**config.mk**
```make
export PLATFORM = sky130hd
export DESIGN_NAME = page_replacement_with_swap_core
export DESIGN_NICKNAME = d
export VERILOG_FILES = /design/src/rtl/prs_pkg.sv /design/src/rtl/page_replacement_with_swap_core.sv /design/src/rtl/prs_frame_store.sv /design/src/rtl/prs_slot_store.sv
export SDC_FILE = /design/constraint.sdc
export NUM_CORES = 1
export LEC_CHECK = 0
export BUFFER_PORTS_ARGS = -buffer_cell sky130_fd_sc_hd__clkbuf_2
export CELL_PAD_IN_SITES_DETAIL_PLACEMENT = 0
export CELL_PAD_IN_SITES_GLOBAL_PLACEMENT = 1
export CORE_UTILIZATION = 52
export DETAILED_ROUTE_END_ITERATION = 8
export PLACE_DENSITY = 0.92
export REMOVE_ABC_BUFFERS = 1
export SLEW_MARGIN = 20
export SYNTH_ARGS = -nofsm -noshare
export SYNTH_HDL_FRONTEND = slang
export SYNTH_SLANG_ARGS = --single-unit
export TNS_END_PERCENT = 100
```
**constraint.sdc**
```tcl
create_clock -name clk -period 5.2 [get_ports clk]
set_input_delay 0.26 -clock clk [delete_from_list [all_inputs] [get_ports clk]]
set_output_delay 0.26 -clock clk [all_outputs]
set_load 0.02 [all_outputs]
```
**src/rtl/prs_pkg.sv**
```systemverilog
`default_nettype none
// ----------------------------------------------------------------------------
// prs_pkg
// Shared constants, codes and types for the page replacement core.
// ----------------------------------------------------------------------------
package prs_pkg;

  localparam int FRAMES_DEF    = 8;
  localparam int SLOTS_DEF     = 16;
  localparam int PAGES_DEF     = 16;
  localparam int PROCESSES_DEF = 128;

  localparam int ADDR_W = 3;
  localparam int DATA_W = 32;

  localparam logic [0:0] REG_POLICY = 1'b0;

  localparam logic POL_FIFO = 1'b0;
  localparam logic POL_LRU  = 1'b1;

  typedef enum logic [2:0] {
    ST_HIT   = 3'd0,
    ST_FILL  = 3'd1,
    ST_EVICT = 3'd2,
    ST_SWAP  = 3'd3,
    ST_BAD   = 3'd4,
    ST_HALT  = 3'd5
  } status_t;

  // frame table update: load a new page, or refresh recency on a hit
  typedef struct packed {
    logic load;
    logic touch;
  } frame_op_t;

endpackage
`default_nettype wire

```
**src/rtl/page_replacement_with_swap_core.sv**
```systemverilog
`default_nettype none
// ----------------------------------------------------------------------------
// page_replacement_with_swap_core
// FIFO/LRU page replacement over primary frames with swap to secondary slots.
// ----------------------------------------------------------------------------
// Sequence: an accepted request walks the frame table (S_FSCAN), then the slot
//   table (S_SSCAN), updates the tables (S_UPDATE) and registers its result in
//   S_DONE once the output is free; bad page or halted requests go straight to
//   S_DONE. A new request is taken only after the result is pushed. One comparator
//   walks the frame table then the slot table, one entry per cycle.
// Reset: synchronous; clears frame and slot valid bits, ranks, halt flag and
//   sets policy to FIFO. No clearing pass.
module page_replacement_with_swap_core import prs_pkg::*; #(
  parameter int FRAMES    = FRAMES_DEF,
  parameter int SLOTS     = SLOTS_DEF,
  parameter int PAGES     = PAGES_DEF,
  parameter int PROCESSES = PROCESSES_DEF
) (
  input  wire                          clk,
  input  wire                          rst,
  input  wire                          psel,
  input  wire                          penable,
  input  wire                          pwrite,
  input  wire [ADDR_W-1:0]             paddr,
  input  wire [DATA_W-1:0]             pwdata,
  output logic [DATA_W-1:0]            prdata,
  output logic                         pready,
  input  wire                          req_valid,
  output logic                         req_ready,
  input  wire [$clog2(PROCESSES)-1:0]  pid,
  input  wire [$clog2(PAGES+1)-1:0]    page,
  output logic                         res_valid,
  input  wire                          res_ready,
  output logic [2:0]                   status,
  output logic [$clog2(FRAMES)-1:0]    frame,
  output logic [$clog2(SLOTS)-1:0]     slot,
  output logic [$clog2(PROCESSES)-1:0] victim_pid,
  output logic [$clog2(PAGES+1)-1:0]   victim_page,
  output logic                         secondary_full
);

  localparam int FW   = $clog2(FRAMES);
  localparam int SW   = $clog2(SLOTS);
  localparam int PW   = $clog2(PROCESSES);
  localparam int GW   = $clog2(PAGES+1);
  localparam int MAXN = (FRAMES > SLOTS) ? FRAMES : SLOTS;
  localparam int CW   = $clog2(MAXN+1);

  typedef enum logic [4:0] {
    S_IDLE   = 5'b00001,
    S_FSCAN  = 5'b00010,
    S_SSCAN  = 5'b00100,
    S_UPDATE = 5'b01000,
    S_DONE   = 5'b10000
  } state_t;

  state_t        state;
  logic [CW-1:0] cnt;
  logic          cmp_en;
  logic [CW-1:0] cmp_idx;
  logic          policy;
  logic          halted;

  logic [PW-1:0] req_pid;
  logic [GW-1:0] req_page;

  logic          hit_found, free_found, best_found, sec_found, frees_found;
  logic [FW-1:0] hit_idx, free_idx, best_idx, best_rank;
  logic [SW-1:0] sec_idx, frees_idx;
  logic [PW-1:0] vpid;
  logic [GW-1:0] vpage;

  status_t       rslt_status;
  logic [FW-1:0] rslt_frame;
  logic [SW-1:0] rslt_slot;
  logic [PW-1:0] rslt_vpid;
  logic [GW-1:0] rslt_vpage;
  logic          rslt_full;

  // table interfaces
  logic [PW-1:0]     f_rd_pid, s_rd_pid;
  logic [GW-1:0]     f_rd_page, s_rd_page;
  logic [FRAMES-1:0] f_valid;
  logic [SLOTS-1:0]  s_valid;
  logic [FW-1:0]     f_rank;
  frame_op_t         f_op;
  logic [FW-1:0]     f_op_addr;
  logic              s_wr;
  logic [SW-1:0]     s_wr_addr;

  // shared comparator
  logic [PW-1:0] cmp_pid;
  logic [GW-1:0] cmp_page;
  logic          ent_valid;
  logic          key_match;

  logic          accept;
  logic          cfg_wr;
  logic          bad_page;
  logic          is_swap, is_fill;
  logic [FW-1:0] tgt;
  status_t       upd_status;
  logic          halt_after;
  logic          push;

  assign pready    = 1'b1;
  assign req_ready = (state == S_IDLE);
  assign accept    = req_valid && req_ready;
  assign cfg_wr    = psel && penable && pwrite && pready && (paddr[2:2] == REG_POLICY);
  assign prdata    = (paddr[2:2] == REG_POLICY) ? DATA_W'(policy) : '0;
  assign bad_page  = (page == '0) || (page > GW'(PAGES));
  assign push      = (state == S_DONE) && (!res_valid || res_ready);

  always_comb begin
    if (state == S_SSCAN) begin
      cmp_pid   = s_rd_pid;
      cmp_page  = s_rd_page;
      ent_valid = s_valid[cmp_idx[SW-1:0]];
    end else begin
      cmp_pid   = f_rd_pid;
      cmp_page  = f_rd_page;
      ent_valid = f_valid[cmp_idx[FW-1:0]];
    end
    key_match = (cmp_pid == req_pid) && (cmp_page == req_page);
  end

  always_comb begin
    is_swap = !hit_found && sec_found;
    is_fill = !hit_found && !sec_found && free_found;
    if (hit_found)       tgt = hit_idx;
    else if (is_fill)    tgt = free_idx;
    else if (best_found) tgt = best_idx;
    else                 tgt = '0;
    if (hit_found)    upd_status = ST_HIT;
    else if (is_swap) upd_status = ST_SWAP;
    else if (is_fill) upd_status = ST_FILL;
    else              upd_status = ST_EVICT;
    f_op.load  = (state == S_UPDATE) && !hit_found;
    f_op.touch = (state == S_UPDATE) && hit_found;
    f_op_addr  = (state == S_UPDATE) ? tgt : cmp_idx[FW-1:0];
    s_wr       = (state == S_UPDATE) && !hit_found && !is_fill;
    if (is_swap)          s_wr_addr = sec_idx;
    else if (frees_found) s_wr_addr = frees_idx;
    else                  s_wr_addr = '0;
    halt_after = halted || s_valid[SLOTS-1] || (s_wr && s_wr_addr == SW'(SLOTS-1));
  end

  prs_frame_store #(
    .FRAMES    (FRAMES),
    .PAGES     (PAGES),
    .PROCESSES (PROCESSES)
  ) u_frames (
    .clk      (clk),
    .rst      (rst),
    .policy   (policy),
    .rd_addr  (cnt[FW-1:0]),
    .rd_pid   (f_rd_pid),
    .rd_page  (f_rd_page),
    .op       (f_op),
    .op_addr  (f_op_addr),
    .wr_pid   (req_pid),
    .wr_page  (req_page),
    .valid    (f_valid),
    .rank_out (f_rank)
  );

  prs_slot_store #(
    .SLOTS     (SLOTS),
    .PAGES     (PAGES),
    .PROCESSES (PROCESSES)
  ) u_slots (
    .clk     (clk),
    .rst     (rst),
    .rd_addr (cnt[SW-1:0]),
    .rd_pid  (s_rd_pid),
    .rd_page (s_rd_page),
    .wr_en   (s_wr),
    .wr_addr (s_wr_addr),
    .wr_pid  (vpid),
    .wr_page (vpage),
    .valid   (s_valid)
  );

  // control
  always_ff @(posedge clk) begin
    if (rst) begin
      state       <= S_IDLE;
      cnt         <= '0;
      cmp_en      <= 1'b0;
      policy      <= POL_FIFO;
      halted      <= 1'b0;
      res_valid   <= 1'b0;
      hit_found   <= 1'b0;
      free_found  <= 1'b0;
      best_found  <= 1'b0;
      sec_found   <= 1'b0;
      frees_found <= 1'b0;
    end else begin
      if (cfg_wr) policy <= pwdata[0];
      if (push)                        res_valid <= 1'b1;
      else if (res_valid && res_ready) res_valid <= 1'b0;
      unique case (state)
        S_IDLE: begin
          if (accept) begin
            cnt         <= '0;
            cmp_en      <= 1'b0;
            hit_found   <= 1'b0;
            free_found  <= 1'b0;
            best_found  <= 1'b0;
            sec_found   <= 1'b0;
            frees_found <= 1'b0;
            state       <= (halted || bad_page) ? S_DONE : S_FSCAN;
          end
        end
        S_FSCAN: begin
          if (cmp_en) begin
            if (ent_valid && key_match) hit_found <= 1'b1;
            if (!ent_valid) free_found <= 1'b1;
            if (ent_valid && (!best_found || f_rank > best_rank)) best_found <= 1'b1;
          end
          if (cnt == CW'(FRAMES)) begin
            cnt    <= '0;
            cmp_en <= 1'b0;
            state  <= S_SSCAN;
          end else begin
            cnt    <= cnt + CW'(1);
            cmp_en <= 1'b1;
          end
        end
        S_SSCAN: begin
          if (cmp_en) begin
            if (ent_valid && key_match) sec_found <= 1'b1;
            if (!ent_valid) frees_found <= 1'b1;
          end
          if (cnt == CW'(SLOTS)) begin
            cnt    <= '0;
            cmp_en <= 1'b0;
            state  <= S_UPDATE;
          end else begin
            cnt    <= cnt + CW'(1);
            cmp_en <= 1'b1;
          end
        end
        S_UPDATE: begin
          halted <= halt_after;
          state  <= S_DONE;
        end
        S_DONE: begin
          if (push) state <= S_IDLE;
        end
        default: state <= S_IDLE;
      endcase
    end
  end

  // datapath
  always_ff @(posedge clk) begin
    cmp_idx <= cnt;
    unique case (state)
      S_IDLE: begin
        if (accept) begin
          req_pid     <= pid;
          req_page    <= page;
          vpid        <= '0;
          vpage       <= '0;
          rslt_status <= halted ? ST_HALT : ST_BAD;
          rslt_frame  <= '0;
          rslt_slot   <= '0;
          rslt_vpid   <= '0;
          rslt_vpage  <= '0;
          rslt_full   <= halted;
        end
      end
      S_FSCAN: begin
        if (cmp_en) begin
          if (ent_valid && key_match && !hit_found) hit_idx <= cmp_idx[FW-1:0];
          if (!ent_valid && !free_found) free_idx <= cmp_idx[FW-1:0];
          if (ent_valid && (!best_found || f_rank > best_rank)) begin
            best_idx  <= cmp_idx[FW-1:0];
            best_rank <= f_rank;
            vpid      <= f_rd_pid;
            vpage     <= f_rd_page;
          end
        end
      end
      S_SSCAN: begin
        if (cmp_en) begin
          if (ent_valid && key_match && !sec_found) sec_idx <= cmp_idx[SW-1:0];
          if (!ent_valid && !frees_found) frees_idx <= cmp_idx[SW-1:0];
        end
      end
      S_UPDATE: begin
        rslt_status <= upd_status;
        rslt_frame  <= tgt;
        rslt_slot   <= s_wr ? s_wr_addr : '0;
        rslt_vpid   <= s_wr ? vpid : '0;
        rslt_vpage  <= s_wr ? vpage : '0;
        rslt_full   <= halt_after;
      end
      S_DONE: begin
        if (push) begin
          status         <= rslt_status;
          frame          <= rslt_frame;
          slot           <= rslt_slot;
          victim_pid     <= rslt_vpid;
          victim_page    <= rslt_vpage;
          secondary_full <= rslt_full;
        end
      end
      default: ;
    endcase
  end

  a_halt_sticky: assert property (@(posedge clk) disable iff (rst) halted |=> halted)
    else $error("halt flag cleared");

  a_halt_tracks_last: assert property (@(posedge clk) disable iff (rst)
    halted == s_valid[SLOTS-1])
    else $error("halt flag out of step with last slot");

  a_halt_reports_full: assert property (@(posedge clk) disable iff (rst)
    (res_valid && status == ST_HALT) |-> secondary_full)
    else $error("halted result without full flag");

  a_hit_no_slot_write: assert property (@(posedge clk) disable iff (rst)
    (state == S_UPDATE && hit_found) |-> !s_wr && f_op.touch && !f_op.load)
    else $error("hit changed secondary storage");

  a_fscan_to_sscan: assert property (@(posedge clk) disable iff (rst)
    (state == S_FSCAN && cnt == CW'(FRAMES)) |=> (state == S_SSCAN && cnt == '0))
    else $error("frame scan did not hand over to slot scan");

endmodule
`default_nettype wire

```
**src/rtl/prs_frame_store.sv**
```systemverilog
`default_nettype none
// ----------------------------------------------------------------------------
// prs_frame_store
// Primary frame table: pid/page storage, valid bits and exact age ranks.
// ----------------------------------------------------------------------------
module prs_frame_store import prs_pkg::*; #(
  parameter int FRAMES    = FRAMES_DEF,
  parameter int PAGES     = PAGES_DEF,
  parameter int PROCESSES = PROCESSES_DEF
) (
  input  wire                                   clk,
  input  wire                                   rst,
  input  wire                                   policy,
  input  wire [$clog2(FRAMES)-1:0]              rd_addr,
  output logic [$clog2(PROCESSES)-1:0]          rd_pid,
  output logic [$clog2(PAGES+1)-1:0]            rd_page,
  input  wire frame_op_t                        op,
  input  wire [$clog2(FRAMES)-1:0]              op_addr,
  input  wire [$clog2(PROCESSES)-1:0]           wr_pid,
  input  wire [$clog2(PAGES+1)-1:0]             wr_page,
  output logic [FRAMES-1:0]                     valid,
  output logic [$clog2(FRAMES)-1:0]             rank_out
);

  localparam int FW = $clog2(FRAMES);
  localparam int PW = $clog2(PROCESSES);
  localparam int GW = $clog2(PAGES+1);

  logic [PW-1:0] pid_mem  [FRAMES];
  logic [GW-1:0] page_mem [FRAMES];
  logic [FW-1:0] ins_rank [FRAMES];
  logic [FW-1:0] rec_rank [FRAMES];

  logic [FW-1:0] cur_ins;
  logic [FW-1:0] cur_rec;
  logic          cur_valid;

  always_ff @(posedge clk) begin
    if (op.load) begin
      pid_mem[op_addr]  <= wr_pid;
      page_mem[op_addr] <= wr_page;
    end
    rd_pid  <= pid_mem[rd_addr];
    rd_page <= page_mem[rd_addr];
  end

  always_comb begin
    cur_ins   = ins_rank[op_addr];
    cur_rec   = rec_rank[op_addr];
    cur_valid = valid[op_addr];
    rank_out  = (policy == POL_LRU) ? cur_rec : cur_ins;
  end

  // loaded frame becomes newest and frames newer than its old rank age by one; a touch renews recency only
  always_ff @(posedge clk) begin
    if (rst) begin
      valid <= '0;
      for (int i = 0; i < FRAMES; i++) begin
        ins_rank[i] <= '0;
        rec_rank[i] <= '0;
      end
    end else begin
      for (int i = 0; i < FRAMES; i++) begin
        if (op.load) begin
          if (FW'(i) == op_addr) begin
            ins_rank[i] <= '0;
            rec_rank[i] <= '0;
            valid[i]    <= 1'b1;
          end else if (valid[i]) begin
            if (!cur_valid || ins_rank[i] < cur_ins) ins_rank[i] <= ins_rank[i] + FW'(1);
            if (!cur_valid || rec_rank[i] < cur_rec) rec_rank[i] <= rec_rank[i] + FW'(1);
          end
        end else if (op.touch) begin
          if (FW'(i) == op_addr) begin
            rec_rank[i] <= '0;
          end else if (valid[i] && rec_rank[i] < cur_rec) begin
            rec_rank[i] <= rec_rank[i] + FW'(1);
          end
        end
      end
    end
  end

endmodule
`default_nettype wire

```
**src/rtl/prs_slot_store.sv**
```systemverilog
`default_nettype none
// ----------------------------------------------------------------------------
// prs_slot_store
// Secondary slot table: pid/page memory with registered read, valid bits.
// ----------------------------------------------------------------------------
module prs_slot_store import prs_pkg::*; #(
  parameter int SLOTS     = SLOTS_DEF,
  parameter int PAGES     = PAGES_DEF,
  parameter int PROCESSES = PROCESSES_DEF
) (
  input  wire                          clk,
  input  wire                          rst,
  input  wire [$clog2(SLOTS)-1:0]      rd_addr,
  output logic [$clog2(PROCESSES)-1:0] rd_pid,
  output logic [$clog2(PAGES+1)-1:0]   rd_page,
  input  wire                          wr_en,
  input  wire [$clog2(SLOTS)-1:0]      wr_addr,
  input  wire [$clog2(PROCESSES)-1:0]  wr_pid,
  input  wire [$clog2(PAGES+1)-1:0]    wr_page,
  output logic [SLOTS-1:0]             valid
);

  localparam int PW = $clog2(PROCESSES);
  localparam int GW = $clog2(PAGES+1);

  logic [PW-1:0] pid_mem  [SLOTS];
  logic [GW-1:0] page_mem [SLOTS];

  always_ff @(posedge clk) begin
    if (wr_en) begin
      pid_mem[wr_addr]  <= wr_pid;
      page_mem[wr_addr] <= wr_page;
    end
    rd_pid  <= pid_mem[rd_addr];
    rd_page <= page_mem[rd_addr];
  end

  always_ff @(posedge clk) begin
    if (rst) begin
      valid <= '0;
    end else if (wr_en) begin
      valid[wr_addr] <= 1'b1;
    end
  end

endmodule
`default_nettype wire

```
# ---- Yosys cells after proc, flatten, opt, wreduce, memory -nomap -nowiden
# Memory sizes are Yosys's and may differ from the RTL's. A register that Yosys moved wholly into a read port is not among the register bits.
# Index checks and enable logic that the tools add are counted.
dict set report classes {
  n_reduce_logical 90
  n_eq_ne 28
  bitwise 50
  n_lt_le_gt_ge 23
  n_addsub 17
  mux 332
}
# cell count
set op_table {}
lappend op_table {{1-bit two-way mux} 233}
lappend op_table {{3-bit two-way mux} 55}
lappend op_table {{5-bit two-way mux} 12}
lappend op_table {{3-bit by 1-bit adder with 3-bit output (second input constant)} 16}
lappend op_table {{3-bit < comparator} 16}
lappend op_table {{1-bit OR} 48}
lappend op_table {{7-bit two-way mux} 5}
lappend op_table {{1-bit logical AND} 29}
lappend op_table {{7-bit one-hot mux with 2 select lines} 2}
lappend op_table {{5-bit one-hot mux with 5 select lines} 1}
lappend op_table {{2-bit AND reduction} 12}
lappend op_table {{4-bit AND reduction} 6}
lappend op_table {{1-bit logical OR} 22}
lappend op_table {{5-bit one-hot mux with 2 select lines} 2}
lappend op_table {{4-bit two-way mux} 4}
lappend op_table {{2-bit != test (second input constant)} 8}
lappend op_table {{16-bit OR} 1}
lappend op_table {{5-bit one-hot mux with 3 select lines} 1}
lappend op_table {{3-bit AND reduction} 5}
lappend op_table {{3-bit == test (first input constant)} 4}
lappend op_table {{1-bit one-hot mux with 2 select lines} 6}
lappend op_table {{3-bit one-hot mux with 2 select lines} 2}
lappend op_table {{5-bit by 4-bit == test with 1-bit output (second input constant)} 2}
lappend op_table {{5-bit == test (second input constant)} 2}
lappend op_table {{other kinds (27)} 46}
dict set report word_totals {
  register_bits 137
  output_inout_bits 58
  mem_bits_rw 336
  mem_count 6
  input_bits 54
}
# memory words word_bits rd rd_ports_with_merged_regs write_ports line
set memory_table {}
lappend memory_table {u_slots.pid_mem 16 7 1 1 1 prs_slot_store.sv:26} ;# logic [PW-1:0] pid_mem [SLOTS];
lappend memory_table {u_slots.page_mem 16 5 1 1 1 prs_slot_store.sv:27} ;# logic [GW-1:0] page_mem [SLOTS];
lappend memory_table {u_frames.pid_mem 8 7 1 1 1 prs_frame_store.sv:29} ;# logic [PW-1:0] pid_mem [FRAMES];
lappend memory_table {u_frames.page_mem 8 5 1 1 1 prs_frame_store.sv:30} ;# logic [GW-1:0] page_mem [FRAMES];
lappend memory_table {u_frames.ins_rank 8 3 9 0 8 prs_frame_store.sv:31} ;# logic [FW-1:0] ins_rank [FRAMES];
lappend memory_table {u_frames.rec_rank 8 3 9 0 8 prs_frame_store.sv:32} ;# logic [FW-1:0] rec_rank [FRAMES];

# ---- Longest topological paths before layout
# Gate-level depths: netlist of the first run.
dict set report logic_depth {
  word_depth 19
  depth_mapped 19
  mapped_depth_nobuf 16
}

# ---- Hierarchy
# A second synthesis of the first run with hierarchy kept.
dict set report unflattened {
  cells_unflattened 1327
  area_unflattened_um2 21174.1
}
# module seq_area_each_um2 n_inst cells_per_inst area_per_inst_um2
set modules_own_cells {}
lappend modules_own_cells {prs_slot_store 6326.1 1 388 8127.8}
lappend modules_own_cells {prs_frame_store 4724.5 1 545 8017.7}
lappend modules_own_cells {page_replacement_with_swap_core 3163.0 1 394 5028.6}

# ---- Least setup slack after synthesis of the first run
# No wires, ideal clock.
dict set report synth_path {
  path_type {reg-to-reg}
  from {register state[4]}
  to {register vpage[0] (enable)}
  slack_ns 0.429
  synth_period_minus_slack_ns 4.771
  t_arrival_ns 4.449
  t_required_ns 4.878
  path_stages_with_launch 17
  path_cell_list {dfxtp_1 -> or3_4 -> nor2_4 -> inv_2 -> buf_2 -> o31ai_4 -> buf_2 -> buf_1 -> mux2i_1 -> a211oi_1 -> a31oi_1 -> mux2i_1 -> ha_1 -> o21a_1 -> o21ai_0 -> a211oi_1 -> or2_2}
}
dict set report synth_via {
  elab_chain_len 9
}
# item line
set synth_lines {}
lappend synth_lines {{from (decl)} page_replacement_with_swap_core.sv:57} ;# state_t state;
lappend synth_lines {{from (signal assigned)} page_replacement_with_swap_core.sv:212} ;# state <= (halted || bad_page) ? S_DONE : S_FSCAN;
lappend synth_lines {{5-bit by 4-bit == test with 1-bit output *} page_replacement_with_swap_core.sv:140} ;# f_op_addr = (state == S_UPDATE) ? tgt : cmp_idx[FW-1:0];
lappend synth_lines {{3-bit two-way mux *} page_replacement_with_swap_core.sv:140}
lappend synth_lines {{memory 8 x 3 bit, on equally long branches} n/a}
lappend synth_lines {{3-bit two-way mux *} prs_frame_store.sv:51} ;# rank_out = (policy == POL_LRU) ? cur_rec : cur_ins;
lappend synth_lines {{named net f_rank[2]} page_replacement_with_swap_core.sv:85} ;# logic [FW-1:0] f_rank;
lappend synth_lines {{3-bit greater-than comparator *} page_replacement_with_swap_core.sv:278} ;# if (ent_valid && (!best_found || f_rank > best_rank)) begin
lappend synth_lines {{1-bit logical OR *} page_replacement_with_swap_core.sv:278}
lappend synth_lines {{1-bit logical AND *} page_replacement_with_swap_core.sv:278}
lappend synth_lines {{2-bit != test (no source line) *} n/a}
lappend synth_lines {{4-bit AND reduction (no source line) *} n/a}
lappend synth_lines {{to (signal assigned)} page_replacement_with_swap_core.sv:282} ;# vpage <= f_rd_page;
lappend synth_lines {{to (decl)} page_replacement_with_swap_core.sv:71} ;# logic [GW-1:0] vpage;
# Mark *: on every way through the listed nets, which the timed path passes. The rest lies on a longest branch.
# A chain may end at the register's enable or synchronous reset.

# ---- Final worst setup path of the first run
dict set report layout_path {
  from {register hit_found}
  to {register vpid[2] (enable)}
}
dict set report layout_via {
  elab_chain_len 13
}
# item line
set layout_lines {}
lappend layout_lines {{from (decl)} page_replacement_with_swap_core.sv:67} ;# logic hit_found, free_found, best_found, sec_found, frees_found;
lappend layout_lines {{from (signal assigned)} page_replacement_with_swap_core.sv:193} ;# hit_found <= 1'b0;
lappend layout_lines {{from (signal assigned)} page_replacement_with_swap_core.sv:207} ;# hit_found <= 1'b0;
lappend layout_lines {{from (signal assigned)} page_replacement_with_swap_core.sv:217} ;# if (ent_valid && key_match) hit_found <= 1'b1;
lappend layout_lines {{1-bit zero test} page_replacement_with_swap_core.sv:129} ;# is_fill = !hit_found && !sec_found && free_found;
lappend layout_lines {{1-bit logical AND (2 in a row)} page_replacement_with_swap_core.sv:129}
lappend layout_lines {{3-bit two-way mux} page_replacement_with_swap_core.sv:131} ;# else if (is_fill) tgt = free_idx;
lappend layout_lines {{3-bit two-way mux *} page_replacement_with_swap_core.sv:130} ;# if (hit_found) tgt = hit_idx;
lappend layout_lines {{3-bit two-way mux *} page_replacement_with_swap_core.sv:140}
lappend layout_lines {{memory 8 x 3 bit, on equally long branches} n/a}
lappend layout_lines {{3-bit two-way mux *} prs_frame_store.sv:51}
lappend layout_lines {{named net f_rank[1]} page_replacement_with_swap_core.sv:85}
lappend layout_lines {{3-bit greater-than comparator *} page_replacement_with_swap_core.sv:278}
lappend layout_lines {{1-bit logical OR *} page_replacement_with_swap_core.sv:278}
lappend layout_lines {{1-bit logical AND *} page_replacement_with_swap_core.sv:278}
lappend layout_lines {{2-bit != test (no source line) *} n/a}
lappend layout_lines {{4-bit AND reduction (no source line) *} n/a}
lappend layout_lines {{to (signal assigned)} page_replacement_with_swap_core.sv:281} ;# vpid <= f_rd_pid;
lappend layout_lines {{to (decl)} page_replacement_with_swap_core.sv:70} ;# logic [PW-1:0] vpid;
# Marks and branches as above.

==> impl_results.md, run 1 <==
* Total grt overflow at 0
* Total non-filler cell area in the finished layout at 0.02354 sq mm
* Beginning of the worst hold path: res_ready
* Maximum vdd drop at 0.3002 mV
* Critical register-to-register path startpoint: hit_found
* Io pins at 112
* CP startpoint: hit_found
* Total track usage at 22.98%
* Clk Tree Root Cell: sky130_fd_sc_hd__clkbuf_16
* Final antenna diode count at 0
* Clock-pin slew on the worst setup and hold paths at 60 ps
* Fin Clk Skew at 20.58 ps
* Critical Path Source Type: flip-flop
* Part of the power in registers at 54.5%
* Total via count after detailed routing at 11.85k
* Distinct cell type count after synthesis at 66
* Starting utilization of the core area at 52.79%
* Antenna Violating Nets Remaining at 0
* Die ar. at 0.04114 sq mm
* Number of enable-type register cells in the synthesized netlist at 426
* Area share of the largest cell type after synthesis at 61.00%
* Outcome: complete, no violations
* Antenna violations before repair at 1
* Total power at 9099 uW
* Instance area after placement at 0.02182 sq mm
* Wire length of the first global-routing pass at 70730 um
* Die width at 202.8 um
* Dominant register cell in the synthesized netlist: sky130_fd_sc_hd__edfxtp_1
* Most common library cells after synthesis: sky130_fd_sc_hd__edfxtp_1, sky130_fd_sc_hd__nor2_1, sky130_fd_sc_hd__nand2_1, sky130_fd_sc_hd__mux4_2, sky130_fd_sc_hd__dfxtp_1
* Data arrival, critical path at 5110 ps
* Number of standard-cell rows in the floorplan at 73
* Maxcap violations at 0
* Endpoint of the worst register-to-register path: vpid[2]
* Number of global-route vias before repair at 12.12k
* Clock Path Buffers at 3
* Ys async rst share at 0%
* Dpl hpwl at 29400 um
* Maximum number of pins on one net before global-route repair at 73
* RSZ-0062 raised after global routing: false
* Via/cell ratio at 5.871
* Setup Fix Bufs, Post-CTS at 0
* Endpoint type of the worst setup path: flip-flop
* Cell types occupying the most area after synthesis: sky130_fd_sc_hd__edfxtp_1, sky130_fd_sc_hd__mux4_2, sky130_fd_sc_hd__dfxtp_1
* Final clock period utilization by the worst path at 93.18%
* Drt drc at 0
* Total negative slack for setup checks at 0 ps
* Worst reg2reg setup slack at 350 ps
* Cell count after synthesis at 1371
* Share of power burned in the clock network at 37.4%
* Maximum frequency from static timing analysis at 206.4 MHz
* CP max FO at 13
* Post-CTS Hold Buffers at 13
* Design internal power at 6904 uW
* Class of the worst hold path: in2reg
* Number of hold-slack violations in the final timing report at 0
* Worst Reg-to-Reg Cells at 13
* Final setup violation count at 0
* Hold Path Cell Cnt at 3
* Critical path class: reg2reg
* Worst slew margin at 25.01%
* Hold path endpoint: res_valid
* Layout cell share with drive strength beyond 1 at 19.61%
* Worst Setup Slack, final at 354.6 ps
* Final count of pins violating max slew at 0
* Chip Height at 202.8 um
* Routed wire per std cell at 23.10 um
* Seq cells post-synth at 497
* Sink Count at 497
* Place WS at 466.8 ps
* Core area at 0.03973 sq mm
* Clock tree from TritonCTS: done
* Gp weighted congestion at 0.8601
* Switching power summed over all nets at 2195 uW
* Power per unit of standard cell area at 386.6 mW/mm^2
* Post-Route WL at 46650 um
* Clock buffers created by TritonCTS at 47
* Actual transition at the worst max-transition pin at 1120 ps
* Comb pwr share at 8.1%
* Seq/Total Area, Yosys at 67.77%
* Count of TritonRoute iterations in the first routing pass at 5
* Final Net Count at 1554
* Htree depth at 2
* Worst endpoint required time at 5470 ps
* Cell Area, Synth at 0.02097 sq mm
* Final period demand of the worst path at 4845 ps
* Hold Slack at 17.19 ps
* Post-Synthesis Mean Instance Area at 15.30 sq um
* Starting DRC count in detailed routing at 1218
* Yosys synthesis warning count at 0
* Number of buffer cells added on primary ports at 46
* Post-cts resize count at 0
* Reported leakage power at 0.008012 uW
* Biggest area consumer among synthesized cells: sky130_fd_sc_hd__edfxtp_1
* Fraction of power spent switching nets at 24.12%
* Skew-Pair Late Insertion Delay at 570 ps
* Library cell with the highest instance count after synthesis: sky130_fd_sc_hd__edfxtp_1
* Relative area change from synthesis to final layout at 12.23%
==> metal layers <==
layer  wire (um)  global-route usage (%)  part of all wire (%)  vias to the layer above
li1            -                       -                     -                     5326
met1       17600                   28.19                    38                     5931
met2       24600                   41.57                    53                      481
met3        2936                   3.050                   6.3                      113
met4        1486                   8.110                   3.2                        2
met5          17                       0                 0.036                        -
==> power by group through the flow <==
| stage | Clock (uW) | Sequential, uW | Combinational [uW] |
|---|---|---|---|
| finish | 3400 | 4960 | 737 |
| global route | 3590 | 4980 | 798 |
| CTS | 3430 | 4970 | 712 |
| detailed placement | 0 | 5060 | 697 |
| global placement | 0 | 5020 | 673 |
| floorplan | 0 | 4980 | 469 |
==> cells in the final DEF (no fill, tap or decap), drive strengths merged, types with 33 or more instances in the layout <==
| cell type | count |
|---|---|
| buf | 33 |
| nor2 | 154 |
| nand2 | 113 |
| ha | 45 |
| edfxtp | 426 |
| dfxtp | 71 |
| clkbuf | 111 |
| mux4 | 91 |
| o21ai | 34 |
| a21oi | 36 |
==> cells by family after synthesis <==
logic type,Yosys count,share of synthesized area (%)
muxes,126,11.47
adders and majority gates,53,3.096
other,2,0.03581
AOI/OAI and AO/OA,151,5.035
and+or+nand+nor,403,8.794
DFF,497,67.77
xor gates and xnor gates,29,1.211
buffers and inverters,110,2.589
==> layout make-up <==
class,count,area [sq um]
timing repair buffer,92,640.6
inverter,23,86.33
clock buffer,65,1345
tap,525,656.9
clock inverter,23,207.7
fill,2873,16190
sequential,497,14220
multi-input combinational,794,6380
==> sequential cells by signal, summed over array words and instances, names as in the netlist, 5 cells and up <==
signal             flops
u_slots.page_mem      80
u_frames.ins_rank     24
u_frames.rec_rank     24
vpid                   7
u_slots.pid_mem      112
u_slots.rd_pid         7
cnt                    5
u_frames.rd_page       5
victim_pid             7
rslt_vpage             5
req_pid                7
state                  5
rslt_vpid              7
u_frames.valid         8
vpage                  5
u_frames.page_mem     40
req_page               5
u_slots.rd_page        5
u_slots.valid         16
victim_page            5
u_frames.rd_pid        7
u_frames.pid_mem      56
==> worst max-delay path by stage <==
| stage | to | depth (start not counted) | slack (ps) |
|---|---|---|---|
| 6_report | vpid[2] | 13 | 350 |
| 5_1_grt | vpid[2] | 13 | 60 |
| 4_1_cts | vpid[2] | 13 | 420 |
| 3_5_place_dp | vpage[4] | 15 | 470 |
| 3_3_place_gp | vpid[6] | 15 | 590 |
| 2_1_floorplan | cnt[3] | 5 | 540 |
==> critical path, cell delays in order (launching register included) <==
cell,delay [ps]
sky130_fd_sc_hd__dfxtp_1,440
sky130_fd_sc_hd__nor2b_1,330
sky130_fd_sc_hd__and3_1,310
sky130_fd_sc_hd__o31a_1,460
sky130_fd_sc_hd__mux2i_1,270
sky130_fd_sc_hd__a211oi_1,100
sky130_fd_sc_hd__a31oi_1,840
sky130_fd_sc_hd__mux2i_1,280
sky130_fd_sc_hd__ha_1,370
sky130_fd_sc_hd__nor2b_1,130
sky130_fd_sc_hd__o21a_1,160
sky130_fd_sc_hd__o21ai_0,240
sky130_fd_sc_hd__a211oi_1,140
sky130_fd_sc_hd__or2_2,450
==> through the flow <==
| step | utilization [%] | cells |
|---|---|---|
| after floorplan | - | 1314 |
| after global placement | 54.92 | 1917 |
| after detailed placement | 54.92 | 1917 |
| after CTS | 59.16 | 2018 |
| after global routing | 59.24 | 2019 |
| final | 59.24 | 2019 |
(Power assumes the default switching activity.)
==> inputs of run 2 (changes only) <==
Settings changed: REMOVE_ABC_BUFFERS 1 to default.
==> impl_results.md, run 2 (synthesized netlist as in run 1, its figures left out) <==
* Total via count after detailed routing at 12.35k (+4.2%)
* Total negative slack for setup checks at 0 ps (unchanged)
* Class of the worst hold path: in2reg
* Clock-pin slew on the worst setup and hold paths at 60 ps (about the same)
* Chip Height at 202.8 um (unchanged)
* Die ar. at 0.04114 sq mm (unchanged)
* Worst-path cell chain: nor2b_1 -> and3_1 -> o31a_1 -> buf_4 -> mux2_1 -> a211oi_2 -> nor2_1 -> mux2i_1 -> ha_1 -> nand3_1 -> o21ai_0 -> a211oi_1 -> or2_2
* Final antenna diode count at 0 (unchanged)
* Maxcap violations at 0 (unchanged)
* Critical path class: reg2reg
* Final clock period utilization by the worst path at 91.59% (-1.6 points)
* Maximum frequency from static timing analysis at 210.0 MHz (+1.7%)
* Critical register-to-register path startpoint: hit_found
* RSZ-0062 raised after global routing: false
* Commonest cells after routing, fill and taps aside: sky130_fd_sc_hd__edfxtp_1, sky130_fd_sc_hd__nor2_1, sky130_fd_sc_hd__nand2_1, sky130_fd_sc_hd__mux4_2, sky130_fd_sc_hd__dfxtp_1
* Number of global-route vias before repair at 12.32k (+1.7%)
* Sink Count at 497 (unchanged)
* Part of the power in registers at 53.1% (-1.4 points)
* Starting DRC count in detailed routing at 1155 (-5.2%)
* Share of power burned in the clock network at 39.0% (+1.6 points)
* Final period demand of the worst path at 4762 ps (-82.98 ps)
* Post-CTS Hold Buffers at 15 (+2)
* Slowest cell delay on critical path at 560 ps (-280 ps)
* Number of standard-cell rows in the floorplan at 73 (unchanged)
* Worst slew margin at 26.83% (+1.8 points)
* Clk Tree Root Cell: sky130_fd_sc_hd__clkbuf_16
* Final setup violation count at 0 (unchanged)
* Number of buffer cells added on primary ports at 46 (unchanged)
* Core area at 0.03973 sq mm (unchanged)
* Drt drc at 0 (unchanged)
* Total grt overflow at 0 (unchanged)
* Wire length of the first global-routing pass at 74070 um (+4.7%)
* CP startpoint: hit_found
* Comb pwr share at 7.9% (-0.2 points)
* Clock buffers created by TritonCTS at 49 (+4.3%)
* Count of TritonRoute iterations in the first routing pass at 5 (unchanged)
* Relative area change from synthesis to final layout at 13.11%
* Power per unit of standard cell area at 396.0 mW/mm^2 (+2.4%)
* Maximum number of pins on one net before global-route repair at 72 (-1.4%)
* Starting utilization of the core area at 52.79% (unchanged)
* CP max FO at 16 (+3)
* Via/cell ratio at 6.073 (+3.4%)
* Htree depth at 2 (unchanged)
* Clock Path Buffers at 3 (unchanged)
* Worst reg2reg setup slack at 440 ps (+80 ps)
* Setup Fix Bufs, Post-CTS at 0 (unchanged)
* Number of cells in the finished layout apart from fillers at 2033 (+0.69%)
* Fin Clk Skew at 31.47 ps (+10.89 ps)
* Total track usage at 24.09% (+1.1 points)
* Number of hold-slack violations in the final timing report at 0 (unchanged)
* Final count of pins violating max slew at 0 (unchanged)
* Antenna violations before repair at 0 (-1)
* Worst-path cell with the longest stage delay: sky130_fd_sc_hd__a211oi_2
* Skew-Pair Late Insertion Delay at 600 ps (+30 ps)
* Outcome: complete, no violations
* Critical Path Source Type: flip-flop
* Die width at 202.8 um (unchanged)
* Maximum vdd drop at 0.2882 mV (-4.0%)
* Clock tree from TritonCTS: done
* Post-Route WL at 48790 um (+4.6%)
* Worst path top cell family by delay: compound AO/OA/AOI/OAI gates
* Gp weighted congestion at 0.8745 (+1.7%)
* Worst Reg-to-Reg Cells at 13 (unchanged)
* Endpoint type of the worst setup path: flip-flop
* Most common library cell in the layout ignoring fill and taps: sky130_fd_sc_hd__edfxtp_1
* Fraction of power spent switching nets at 24.27% (+0.15 points)
* Number of flip-flops under the largest register name at 112 (unchanged)
* Dpl hpwl at 29140 um (-0.90%)
* Io pins at 112 (unchanged)
* Data arrival, critical path at 5020 ps (-90 ps)
* Worst endpoint required time at 5460 ps (about the same)
* Actual transition at the worst max-transition pin at 1096 ps (-23.43 ps)
* Regs by FF count: u_slots.pid_mem x112, u_slots.page_mem x80, u_frames.pid_mem x56
* Destination of the critical timing path: vpid[3]
* Routed wire per std cell at 24.00 um (+3.9%)
* Switching power summed over all nets at 2280 uW (+3.9%)
* Worst Path Buf+Inv at 1 (+1)
* Antenna Violating Nets Remaining at 0 (unchanged)
* Layout cell share with drive strength beyond 1 at 19.50% (-0.12 points)
* Design internal power at 7114 uW (+3.0%)
* Post-cts resize count at 0 (unchanged)
* Cell count after placement at 1925 (+0.42%)
* Final Net Count at 1566 (+0.77%)
* Total power at 9394 uW (+3.2%)
* Register ranked first by flip-flop count: u_slots.pid_mem
* Count of cell instances traversed by the critical path at 13 (unchanged)
* Endpoint of the worst register-to-register path: vpid[3]
* Reported leakage power at 0.008121 uW (+1.4%)
## run 2: final cells by class
class                   instances  area, sq um
well taps                     525        656.9
fillers                      2830        16010
repair buffers                102        708.2
inverters                      23        86.33
flip-flops and latches        497        14220
clock buffers                  68         1389
clock inverters                24        297.8
multi-input cells             794         6366
## run 2: worst min path at each step
stage                 startpoint  slack (ps)  cells after the start            end
global route           req_valid         100                      4       state[0]
CTS                    req_valid          30                      4       state[0]
global placement    rslt_vpid[5]         400                      0  victim_pid[5]
floorplan                 cnt[2]         330                      0     cmp_idx[2]
detailed placement  rslt_vpid[6]         410                      0  victim_pid[6]
finish                 req_valid          50                      4       state[0]
## run 2: tightest hold or removal path, cell delays in order
cell,delay (ps)
sky130_fd_sc_hd__clkbuf_2,110
sky130_fd_sc_hd__nor2_1,70
sky130_fd_sc_hd__nor2_1,70
sky130_fd_sc_hd__o21ai_0,70
## run 2: routing by layer
metal / global-route usage (%) / up-vias / share of wire (%)
met5: 0 / - / 0
met3: 3.868 / 110 / 8.9
li1: - / 5338 / -
met1: 33.66 / 6159 / 40
met2: 38.47 / 739 / 48
met4: 8.727 / 0 / 3.2
## run 2: stage by stage
| step | setup WS (ps) | util [%] | hold slack [ps] | instance area (sq um) |
|---|---|---|---|---|
| finish | 437.6 | 59.71 | 51.49 | 23720 |
| global route | 198.1 | 59.71 | 96.71 | 23720 |
| CTS | 381.6 | 59.60 | 31.62 | 23680 |
| detailed placement | 426.1 | 54.98 | 406.3 | 21840 |
| global placement | 549.7 | 54.98 | 404.8 | 21840 |
| floorplan | 428.7 | - | 329.0 | 21090 |
## run 2: power groups by stage
stage | logic, uW | registers (uW) | clock network, uW
floorplan | 525 | 4940 | 0
detailed placement | 687 | 5070 | 0
global route | 806 | 5000 | 3850
finish | 745 | 4980 | 3660
global placement | 668 | 5050 | 0
CTS | 709 | 5000 | 3710
